<file path="config.mk">
export PLATFORM = sky130hd
export DESIGN_NAME = hid_boot_keyboard_report_builder_top
export DESIGN_NICKNAME = d
export VERILOG_FILES = /design/src/rtl/hbk_pkg.sv /design/src/rtl/hbk_map_ram.sv /design/src/rtl/hbk_report_acc.sv /design/src/rtl/hid_boot_keyboard_report_builder_top.sv
export VERILOG_INCLUDE_DIRS = /design/src /design/src/rtl
export SDC_FILE = /design/constraint.sdc
export NUM_CORES = 1
export LEC_CHECK = 0
export ABC_AREA = 1
export ABC_CLOCK_PERIOD_IN_PS = 15000
export BUFFER_PORTS_ARGS = -buffer_cell sky130_fd_sc_hd__buf_2
export CORE_MARGIN = 1
export CORE_UTILIZATION = 35
export CTS_CLUSTER_SIZE = 12
export DETAILED_ROUTE_END_ITERATION = 8
export GPL_TIMING_DRIVEN = 0
export PLACE_DENSITY = 0.49
export SLEW_MARGIN = 5
export SYNTH_ARGS = -nofsm -noshare
export SYNTH_HDL_FRONTEND = slang
export SYNTH_SLANG_ARGS = --single-unit
</file>
<file path="constraint.sdc">
create_clock -name i_clk -period 15 [get_ports i_clk]
set_clock_uncertainty 0.2 [all_clocks]
set_input_delay 3 -clock i_clk [delete_from_list [all_inputs] [get_ports i_clk]]
set_output_delay 3 -clock i_clk [all_outputs]
set_load 0.02 [all_outputs]
</file>
<file path="src/rtl/assert_macros.svh">
// Assertion macros shared by the keyboard report builder RTL.
// No dependencies; included by the modules that carry checks.
`ifndef ASSERT_MACROS_SVH
`define ASSERT_MACROS_SVH
`ifndef SYNTHESIS
// Check with reset masking.
`define HBK_ASSERT(lbl, clk, rst_n, prop, msg) \
    lbl: assert property (@(posedge clk) disable iff (!rst_n) prop) else $error(msg);
// Check with no reset masking.
`define HBK_ASSERT_ALWAYS(lbl, clk, prop, msg) \
    lbl: assert property (@(posedge clk) prop) else $error(msg);
`else
`define HBK_ASSERT(lbl, clk, rst_n, prop, msg)
`define HBK_ASSERT_ALWAYS(lbl, clk, prop, msg)
`endif
`endif

</file>
<file path="src/rtl/hbk_pkg.sv">
// Package for the boot keyboard report builder: constants, types, key code map.
// No dependencies.
`default_nettype none
package hbk_pkg;

    localparam int KEY_SLOTS = 6;
    localparam int OUT_SLOTS = 6;
    localparam int MAP_AW    = 8;
    localparam int CNT_MAX   = KEY_SLOTS + 1;
    localparam int CNT_W     = $clog2(KEY_SLOTS + 2);

    localparam logic [4:0] EV_KEY      = 5'd1;
    localparam logic [1:0] KEY_RELEASE = 2'd0;
    localparam logic [1:0] KEY_PRESS   = 2'd1;

    localparam logic [7:0] MOD_FIRST  = 8'd224;
    localparam logic [7:0] MOD_LAST   = 8'd231;
    localparam logic [7:0] SCAN_FIRST = 8'd4;
    localparam logic [7:0] ADDR_LAST  = 8'hFF;
    localparam logic [7:0] ROLLOVER   = 8'd1;

    typedef struct packed {
        logic [7:0]                mods;
        logic [KEY_SLOTS-1:0][7:0] slots;
    } t_report;

    typedef struct packed {
        logic       clear;
        logic       valid;
        logic       held;
        logic [7:0] usage;
    } t_acc_ctl;

    // Key codes 0..127 to usage; 0 = unmapped or modifier.
    localparam logic [7:0] CODE_ROM [128] = '{
        8'd0,   8'd41,  8'd30,  8'd31,  8'd32,  8'd33,  8'd34,  8'd35,
        8'd36,  8'd37,  8'd38,  8'd39,  8'd45,  8'd46,  8'd42,  8'd43,
        8'd20,  8'd26,  8'd8,   8'd21,  8'd23,  8'd28,  8'd24,  8'd12,
        8'd18,  8'd19,  8'd47,  8'd48,  8'd40,  8'd0,   8'd4,   8'd22,
        8'd7,   8'd9,   8'd10,  8'd11,  8'd13,  8'd14,  8'd15,  8'd51,
        8'd52,  8'd53,  8'd0,   8'd49,  8'd29,  8'd27,  8'd6,   8'd25,
        8'd5,   8'd17,  8'd16,  8'd54,  8'd55,  8'd56,  8'd0,   8'd85,
        8'd0,   8'd44,  8'd57,  8'd58,  8'd59,  8'd60,  8'd61,  8'd62,
        8'd63,  8'd64,  8'd65,  8'd66,  8'd67,  8'd83,  8'd71,  8'd95,
        8'd96,  8'd97,  8'd86,  8'd92,  8'd93,  8'd94,  8'd87,  8'd89,
        8'd90,  8'd91,  8'd98,  8'd99,  8'd0,   8'd0,   8'd100, 8'd68,
        8'd69,  8'd135, 8'd0,   8'd0,   8'd138, 8'd136, 8'd139, 8'd140,
        8'd88,  8'd0,   8'd84,  8'd70,  8'd0,   8'd0,   8'd74,  8'd82,
        8'd75,  8'd80,  8'd79,  8'd77,  8'd81,  8'd78,  8'd73,  8'd76,
        8'd0,   8'd0,   8'd0,   8'd0,   8'd102, 8'd103, 8'd0,   8'd72,
        8'd0,   8'd0,   8'd0,   8'd0,   8'd137, 8'd0,   8'd0,   8'd101
    };

    // Key code to usage, modifiers to 224..231, F13..F24 block to 104..115.
    function automatic logic [7:0] usage_of(input logic [9:0] code);
        logic [7:0] u;
        u = 8'd0;
        if (code < 10'd128) begin
            u = CODE_ROM[code[6:0]];
        end else if (code >= 10'd183 && code <= 10'd194) begin
            u = 8'(code - 10'd79);
        end
        case (code)
            10'd29:  u = MOD_FIRST + 8'd0;
            10'd42:  u = MOD_FIRST + 8'd1;
            10'd56:  u = MOD_FIRST + 8'd2;
            10'd125: u = MOD_FIRST + 8'd3;
            10'd97:  u = MOD_FIRST + 8'd4;
            10'd54:  u = MOD_FIRST + 8'd5;
            10'd100: u = MOD_FIRST + 8'd6;
            10'd126: u = MOD_FIRST + 8'd7;
            default: u = u;
        endcase
        return u;
    endfunction

endpackage
`default_nettype wire

</file>
<file path="src/rtl/hbk_map_ram.sv">
// Generic one-write, one-read synchronous RAM, registered read data.
// No dependencies.
`default_nettype none
module hbk_map_ram #(
    parameter int ADDR_W = 8,
    parameter int DATA_W = 1
) (
    input  wire logic              i_clk,
    input  wire logic              i_we,
    input  wire logic [ADDR_W-1:0] i_waddr,
    input  wire logic [DATA_W-1:0] i_wdata,
    input  wire logic [ADDR_W-1:0] i_raddr,
    output logic      [DATA_W-1:0] o_rdata
);

    logic [DATA_W-1:0] r_mem [2**ADDR_W];

    always_ff @(posedge i_clk) begin
        if (i_we) begin
            r_mem[i_waddr] <= i_wdata;
        end
        o_rdata <= r_mem[i_raddr];
    end

endmodule
`default_nettype wire

</file>
<file path="src/rtl/hbk_report_acc.sv">
// Report accumulator: folds scanned map bits into modifier mask and key slots.
// Depends on hbk_pkg and assert_macros.svh.
`default_nettype none
`include "assert_macros.svh"
module hbk_report_acc (
    input  wire logic             i_clk,
    input  wire logic             i_rst_n,
    input  wire hbk_pkg::t_acc_ctl i_ctl,
    output hbk_pkg::t_report      o_report
);

    logic [7:0]                        r_mods;
    logic [hbk_pkg::KEY_SLOTS-1:0][7:0] r_slots;
    logic [hbk_pkg::CNT_W-1:0]         r_count;
    logic                              is_mod;

    assign is_mod = i_ctl.usage inside {[hbk_pkg::MOD_FIRST:hbk_pkg::MOD_LAST]};

    always_ff @(posedge i_clk) begin
        if (!i_rst_n) begin
            r_count <= '0;
        end else if (i_ctl.clear) begin
            r_count <= '0;
        end else if (i_ctl.valid && i_ctl.held && !is_mod) begin
            if (r_count <= hbk_pkg::CNT_W'(hbk_pkg::KEY_SLOTS)) begin
                r_count <= r_count + 1'b1;
            end
        end
    end

    always_ff @(posedge i_clk) begin
        if (i_ctl.clear) begin
            r_mods  <= '0;
            r_slots <= '0;
        end else if (i_ctl.valid && i_ctl.held) begin
            if (is_mod) begin
                r_mods[i_ctl.usage[2:0]] <= 1'b1;
            end else begin
                for (int j = 0; j < hbk_pkg::KEY_SLOTS; j++) begin
                    if (r_count == hbk_pkg::CNT_W'(j)) begin
                        r_slots[j] <= i_ctl.usage;
                    end
                end
            end
        end
    end

    // More held keys than slots: every slot reports rollover.
    always_comb begin
        o_report.mods = r_mods;
        for (int j = 0; j < hbk_pkg::KEY_SLOTS; j++) begin
            o_report.slots[j] = (r_count > hbk_pkg::CNT_W'(hbk_pkg::KEY_SLOTS)) ?
                                hbk_pkg::ROLLOVER : r_slots[j];
        end
    end

    `HBK_ASSERT(a_count_bound, i_clk, i_rst_n, r_count <= hbk_pkg::CNT_W'(hbk_pkg::CNT_MAX), "key count ran past saturation")

endmodule
`default_nettype wire

</file>
<file path="src/rtl/hid_boot_keyboard_report_builder_top.sv">
// Top level of the boot keyboard report builder: sequencer, held-key map, report register.
// Depends on hbk_pkg, hbk_map_ram, hbk_report_acc and assert_macros.svh.
//
//  channel | ports                                   | direction
//  --------+-----------------------------------------+----------
//  events  | i_in_valid / o_in_ready, i_command ...   | in
//  reports | o_out_valid / i_out_ready, o_modifier... | out
//
// Ignored events (non-key type, autorepeat, unmapped code) are taken in S_IDLE,
// which they do not leave. A press or release writes the map, then S_SCAN reads
// usages 4..255 one per cycle from the single read port of the map RAM, S_LAST
// waits on the registered read data and S_FINISH does the compare. Release-all
// takes the accept, a sweep writing zeros to all 256 entries, then the compare stage.
// After reset a clearing pass zeroes the map; no item is taken then.
// A finished report waits in the output register while the next item is taken;
// the compare stage holds only if a new report meets a still-full register.
`default_nettype none
`include "assert_macros.svh"
module hid_boot_keyboard_report_builder_top (
    input  wire logic       i_clk,
    input  wire logic       i_rst_n,
    input  wire logic       i_in_valid,
    output logic            o_in_ready,
    input  wire logic       i_command,
    input  wire logic [4:0] i_event_type,
    input  wire logic [9:0] i_key_code,
    input  wire logic [1:0] i_key_value,
    output logic            o_out_valid,
    input  wire logic       i_out_ready,
    output logic      [7:0] o_modifier_bits,
    output logic      [7:0] o_key_slot_0,
    output logic      [7:0] o_key_slot_1,
    output logic      [7:0] o_key_slot_2,
    output logic      [7:0] o_key_slot_3,
    output logic      [7:0] o_key_slot_4,
    output logic      [7:0] o_key_slot_5
);

    typedef enum logic [2:0] {
        S_INIT,    // clearing pass after reset
        S_IDLE,    // waiting for an item
        S_CLEAR,   // release-all sweep
        S_SCAN,    // issuing map reads
        S_LAST,    // last read in flight
        S_FINISH   // compare and load output
    } t_state;

    t_state                              r_state;
    logic [hbk_pkg::MAP_AW-1:0]          r_addr;
    logic                                r_force;
    logic                                r_rd_valid;
    logic [7:0]                          r_rd_usage;
    logic                                r_out_valid;
    logic [7:0]                          r_out_mods;
    logic [hbk_pkg::OUT_SLOTS-1:0][7:0]  r_out_slots;
    hbk_pkg::t_report                    r_prev;

    logic                                in_accept;
    logic [7:0]                          ev_usage;
    logic                                ev_ok;
    logic                                ram_we;
    logic [hbk_pkg::MAP_AW-1:0]          ram_waddr;
    logic                                ram_wdata;
    logic                                ram_rdata;
    hbk_pkg::t_acc_ctl                   acc_ctl;
    hbk_pkg::t_report                    acc_report;
    logic                                emit;
    logic                                out_free;
    logic [hbk_pkg::OUT_SLOTS-1:0][7:0]  out_slots;

    assign o_in_ready = (r_state == S_IDLE);
    assign in_accept  = i_in_valid && o_in_ready;

    // Event decode: only key press/release of a mapped code changes the map.
    assign ev_usage = hbk_pkg::usage_of(i_key_code);
    assign ev_ok    = !i_command && (i_event_type == hbk_pkg::EV_KEY) &&
                      (i_key_value inside {hbk_pkg::KEY_RELEASE, hbk_pkg::KEY_PRESS}) &&
                      (ev_usage != 8'd0);

    // Map write port: the event's own entry at accept, zeros during sweeps.
    // Writes and scan reads never share a cycle, so no forwarding is needed.
    always_comb begin
        ram_we    = 1'b0;
        ram_waddr = r_addr;
        ram_wdata = 1'b0;
        if (r_state == S_INIT || r_state == S_CLEAR) begin
            ram_we = 1'b1;
        end else if (in_accept && ev_ok) begin
            ram_we    = 1'b1;
            ram_waddr = ev_usage;
            ram_wdata = i_key_value[0];
        end
    end

    hbk_map_ram #(
        .ADDR_W (hbk_pkg::MAP_AW),
        .DATA_W (1)
    ) u_map (
        .i_clk   (i_clk),
        .i_we    (ram_we),
        .i_waddr (ram_waddr),
        .i_wdata (ram_wdata),
        .i_raddr (r_addr),
        .o_rdata (ram_rdata)
    );

    // Accumulator starts fresh on every accepted item.
    assign acc_ctl.clear = in_accept;
    assign acc_ctl.valid = r_rd_valid;
    assign acc_ctl.held  = ram_rdata;
    assign acc_ctl.usage = r_rd_usage;

    hbk_report_acc u_acc (
        .i_clk    (i_clk),
        .i_rst_n  (i_rst_n),
        .i_ctl    (acc_ctl),
        .o_report (acc_report)
    );

    // Release-all always reports; otherwise only a changed report goes out.
    assign emit     = r_force || (acc_report != r_prev);
    assign out_free = !r_out_valid || i_out_ready;

    // Slots past KEY_SLOTS read zero on the port.
    always_comb begin
        for (int j = 0; j < hbk_pkg::OUT_SLOTS; j++) begin
            out_slots[j] = (j < hbk_pkg::KEY_SLOTS) ?
                           acc_report.slots[j % hbk_pkg::KEY_SLOTS] : 8'd0;
        end
    end

    always_ff @(posedge i_clk) begin
        if (!i_rst_n) begin
            r_state     <= S_INIT;
            r_addr      <= '0;
            r_force     <= 1'b0;
            r_rd_valid  <= 1'b0;
            r_out_valid <= 1'b0;
            r_prev      <= '0;
        end else begin
            r_rd_valid <= (r_state == S_SCAN);
            r_rd_usage <= r_addr;
            // A report loaded in S_FINISH replaces the one leaving this cycle.
            if (r_out_valid && i_out_ready && !(r_state == S_FINISH && emit)) begin
                r_out_valid <= 1'b0;
            end
            case (r_state)
                S_INIT: begin
                    r_addr <= r_addr + 1'b1;
                    if (r_addr == hbk_pkg::ADDR_LAST) begin
                        r_state <= S_IDLE;
                    end
                end
                S_IDLE: begin
                    if (in_accept) begin
                        if (i_command) begin
                            r_force <= 1'b1;
                            r_addr  <= '0;
                            r_state <= S_CLEAR;
                        end else if (ev_ok) begin
                            r_force <= 1'b0;
                            r_addr  <= hbk_pkg::SCAN_FIRST;
                            r_state <= S_SCAN;
                        end
                    end
                end
                S_CLEAR: begin
                    r_addr <= r_addr + 1'b1;
                    if (r_addr == hbk_pkg::ADDR_LAST) begin
                        r_state <= S_FINISH;
                    end
                end
                S_SCAN: begin
                    r_addr <= r_addr + 1'b1;
                    if (r_addr == hbk_pkg::ADDR_LAST) begin
                        r_state <= S_LAST;
                    end
                end
                S_LAST: begin
                    r_state <= S_FINISH;
                end
                S_FINISH: begin
                    if (!emit) begin
                        r_state <= S_IDLE;
                    end else if (out_free) begin
                        r_out_valid <= 1'b1;
                        r_out_mods  <= acc_report.mods;
                        r_out_slots <= out_slots;
                        r_prev      <= acc_report;
                        r_state     <= S_IDLE;
                    end
                end
                default: begin
                    r_state <= S_IDLE;
                end
            endcase
        end
    end

    assign o_out_valid     = r_out_valid;
    assign o_modifier_bits = r_out_mods;
    assign o_key_slot_0    = r_out_slots[0];
    assign o_key_slot_1    = r_out_slots[1];
    assign o_key_slot_2    = r_out_slots[2];
    assign o_key_slot_3    = r_out_slots[3];
    assign o_key_slot_4    = r_out_slots[4];
    assign o_key_slot_5    = r_out_slots[5];

    `HBK_ASSERT(a_no_write_in_scan, i_clk, i_rst_n, (r_state == S_SCAN) |-> !ram_we, "map written during scan")
    `HBK_ASSERT(a_out_matches_prev, i_clk, i_rst_n, r_out_valid |-> (r_out_mods == r_prev.mods), "pending report differs from stored report")
    `HBK_ASSERT(a_release_sweeps, i_clk, i_rst_n, (in_accept && i_command) |=> (r_state == S_CLEAR), "release-all did not start sweep")

endmodule
`default_nettype wire

</file>
==> impl_results.md <==
- Synth area leader: edfxtp_1
- Post-synth EDFFs: 320
- Core area: 60810 um^2
- RSZ-0062 raised after global routing: no
- Post-synth net total: 2418
- Synth Area in Adders: 0.6923%
- Top_reg_cell synth: edfxtp_1
- Worst Setup End Kind: register
- Fin nets: 2556
- Slew at the pin closest to its max-slew limit: 1.024 ns
- Fin worst setup slack: 8.197 ns
- R2r startpoint: u_acc.r_count[0]
- Clock Tree Buf Depth: 3
- Total GRT Usage: 23.19%
- Mapped cell area: 21690 um^2
- Slew headroom: 31.74%
- Post-CTS setup buffers: 0
- Cell breakdown of the critical path: buf_2 -> inv_1 -> ha_1 -> inv_1 -> nand2_2 -> nand3_1 -> nor2_1 -> inv_1 -> nand3_1 -> nor2_1 -> nand2_1 -> nor2_2 -> nor2_1 -> nand3_2 -> nand3_2 -> buf_6 -> nor2_4 -> buf_12 -> buf_12 -> buf_12
- Worst Path Max Fanout: 47
- Synth Register Bits: 450
- Antenna-violating nets left: 0
- H-tree levels: 2
- Layout cell share with drive strength beyond 1: 13.03%
- Iteration-0 DRC Markers: 1516
- CTS tree: yes
- Root Driver: clkbuf_16
- Pwr Total: 0.003473 W
- Seq/Total Area, Yosys: 56.31%
- DRT Pass-1 Iters: 6
- CTS resizes: 0
- Clock Sinks: 450
- Number of vias per cell: 5.326
- Layout area overhead: 14.73%
- Post-DP HPWL: 52480 um
- Worst hold path type: reg2reg
- Count leader, synth: nor2_1
- Final slew viol count: 0
- Placed instance count: 3250
- Largest net degree at the start of global routing: 49
- Area fraction in compound gates after synthesis: 12.26%
- Power Dens Cells: 139.6 nW/um^2
- Post-synth cell types: 47
- Wire per inst: 21.95 um
- Hold_buf cts: 0
- Clock Latency Late Sink: 0.64 ns
- Post-synth top cells: nor2_1, nand2_1, edfxtp_1
- Final Wtd Congestion: 0.8895
- Final Util: 40.92%
- Fraction of registers with async set/reset: 0%
- Via count: 17820
- Peak supply drop: 0.1033 mV
- TritonCTS buffer count: 52
- Max-cap violations: 0
- Starting Density: 35.67%
- Crit path from: i_key_code[0]
- Setup Crit Path Kind: in2reg
- Diode count: 0
- Hold Crit Start: u_acc.r_slots[34]
- Synth warnings: 0
- Initial antenna violation count: 0
- XOR/XNOR Fraction of Synth Area: 0.8884%
- Area share of the largest cell type after synthesis: 44.31%
- Total gr overflow: 0
- Status: completed
- Final hold slack: 0.2482 ns
- Slowest stage delay, CP: 0.71 ns
- Die height: 250.9 um
- Worst slack at placement: 7.646 ns
- Worst Path Arrival: 7.02 ns
- Post-Synth Simple-Gate Area: 23.16%
- # rows: 90
- Die area: 62970 um^2
- Largest family of logic cells by synthesized area: simple AND/OR/NAND/NOR gates
- Final Non-Filler Cells: 3346
- Port bufs: 78
- Syn Area/Cell: 9.097 um^2
- Leakage: 8.937 nW
- Final setup fails: 0
- CP Launch Type: primary input
- # IOs: 80
- Mapped Cells: 2384
- Final hold vios: 0
- Final Routed Wirelength: 73460 um
- Worst-path clk slew: 0.06 ns
- Largest cells by area after synthesis: edfxtp_1, dfxtp_1, nor2_1
- First-pass GRT wire length: 110100 um
- Fin crit share: 45.36%
- WP data required: 15.22 ns
- CP max stage cell: nor2_4
- Max Freq: 147.0 MHz
- Mux share of post-synthesis cell area: 0%
- Drt drc: 0
- Final period demand of the worst path: 6.803 ns
- Number of global-route vias before repair: 17380
- Die width: 250.9 um
## area by class of cell
type	instances	area [um^2]
fill	6135	35920
sequential	450	12210
multi-input combinational	1615	8040
clock buffer	70	1439
tap	782	978.4
buffer	139	770.7
inverter	180	680.7
timing repair buffer	84	510.5
clock inverter	26	252.7
## where the power goes
group	switching (W)	total (W)	internal [W]
combinational	0.000618	0.000824	0.000206
clock	0.000533	0.00125	0.000712
sequential	0.0000339	0.00140	0.00137
total	0.00119	0.00347	0.00229
## critical path: cells and delay by family
| kind | cells | cell delay, ns |
|---|---|---|
| adders and majority gates | 1 | 0.36 |
| buffers and inverters | 8 | 1.61 |
| and+or+nand+nor | 11 | 1.99 |
## cell usage in the layout, fill, tap and decap left out, types with 5 or more instances in the layout
cell type	count
o221ai_1	24
nand3_1	143
clkbuf_16	52
edfxtp_1	320
nand2_2	20
inv_2	10
nand3_4	11
o21ai_1	5
dfxtp_1	130
nand2_4	17
buf_12	6
o22ai_1	58
o21ai_2	5
nor2_1	456
clkbuf_8	7
xor2_1	20
buf_2	94
nor2_2	29
inv_1	165
o211ai_1	13
clkinv_2	10
nor2_4	15
buf_4	8
nand3_2	8
ha_1	12
o21ai_0	215
nand2_1	364
a21oi_1	141
clkinv_1	12
nand4_1	28
buf_6	25
nor3_1	6
clkbuf_1	97
## registers in the layout (all words and copies together) (netlist names)
name	flops
u_map.r_mem	256
r_prev	56
u_acc.r_slots	48
o_key_slot_0	8
o_key_slot_1	8
o_key_slot_2	8
o_key_slot_3	8
o_key_slot_4	8
o_key_slot_5	8
o_modifier_bits	8
r_addr	8
r_rd_usage	8
u_acc.r_mods	8
r_state	3
u_acc.r_count	3
o_out_valid	1
r_force	1
r_rd_valid	1
u_map.o_rdata	1
## through the flow
step	instance area, um^2	TNS [ns]
3_5_place_dp	23190	0
6_report	24880	0
2_1_floorplan	21690	0
5_1_grt	24880	0
3_3_place_gp	23060	-878.89
4_1_cts	24880	0
## cells by family (layout without fill, tap and decap cells)
family / count (synthesis) / after routing
buffers and inverters: 319 / 499
DFF: 450 / 450
adders and majority gates: 12 / 12
AOI/OAI and AO/OA: 474 / 474
xor gates and xnor gates: 22 / 22
and+or+nand+nor: 1107 / 1107
## path summary, 6_finish.rpt
| path | end | slack [ns] | cells after the start |
|---|---|---|---|
| worst min-delay path | u_acc.r_slots[34] | 0.25 | 2 |
| worst max-delay path | u_map.r_mem[0] | 8.20 | 20 |
| worst min register to register | u_acc.r_slots[34] | 0.25 | 2 |
| worst max register to register | o_key_slot_5[4] | 10.00 | 17 |
## routing by layer
metal | vias up | GRT usage (%) | share of wire (%)
met5 | - | 0 | 0
met4 | 0 | 6.899 | 2.7
met3 | 124 | 2.816 | 5.8
met2 | 564 | 38.51 | 47
met1 | 8754 | 31.67 | 45
li1 | 8380 | - | -
Note: power is estimated with default switching activity, not from simulation.
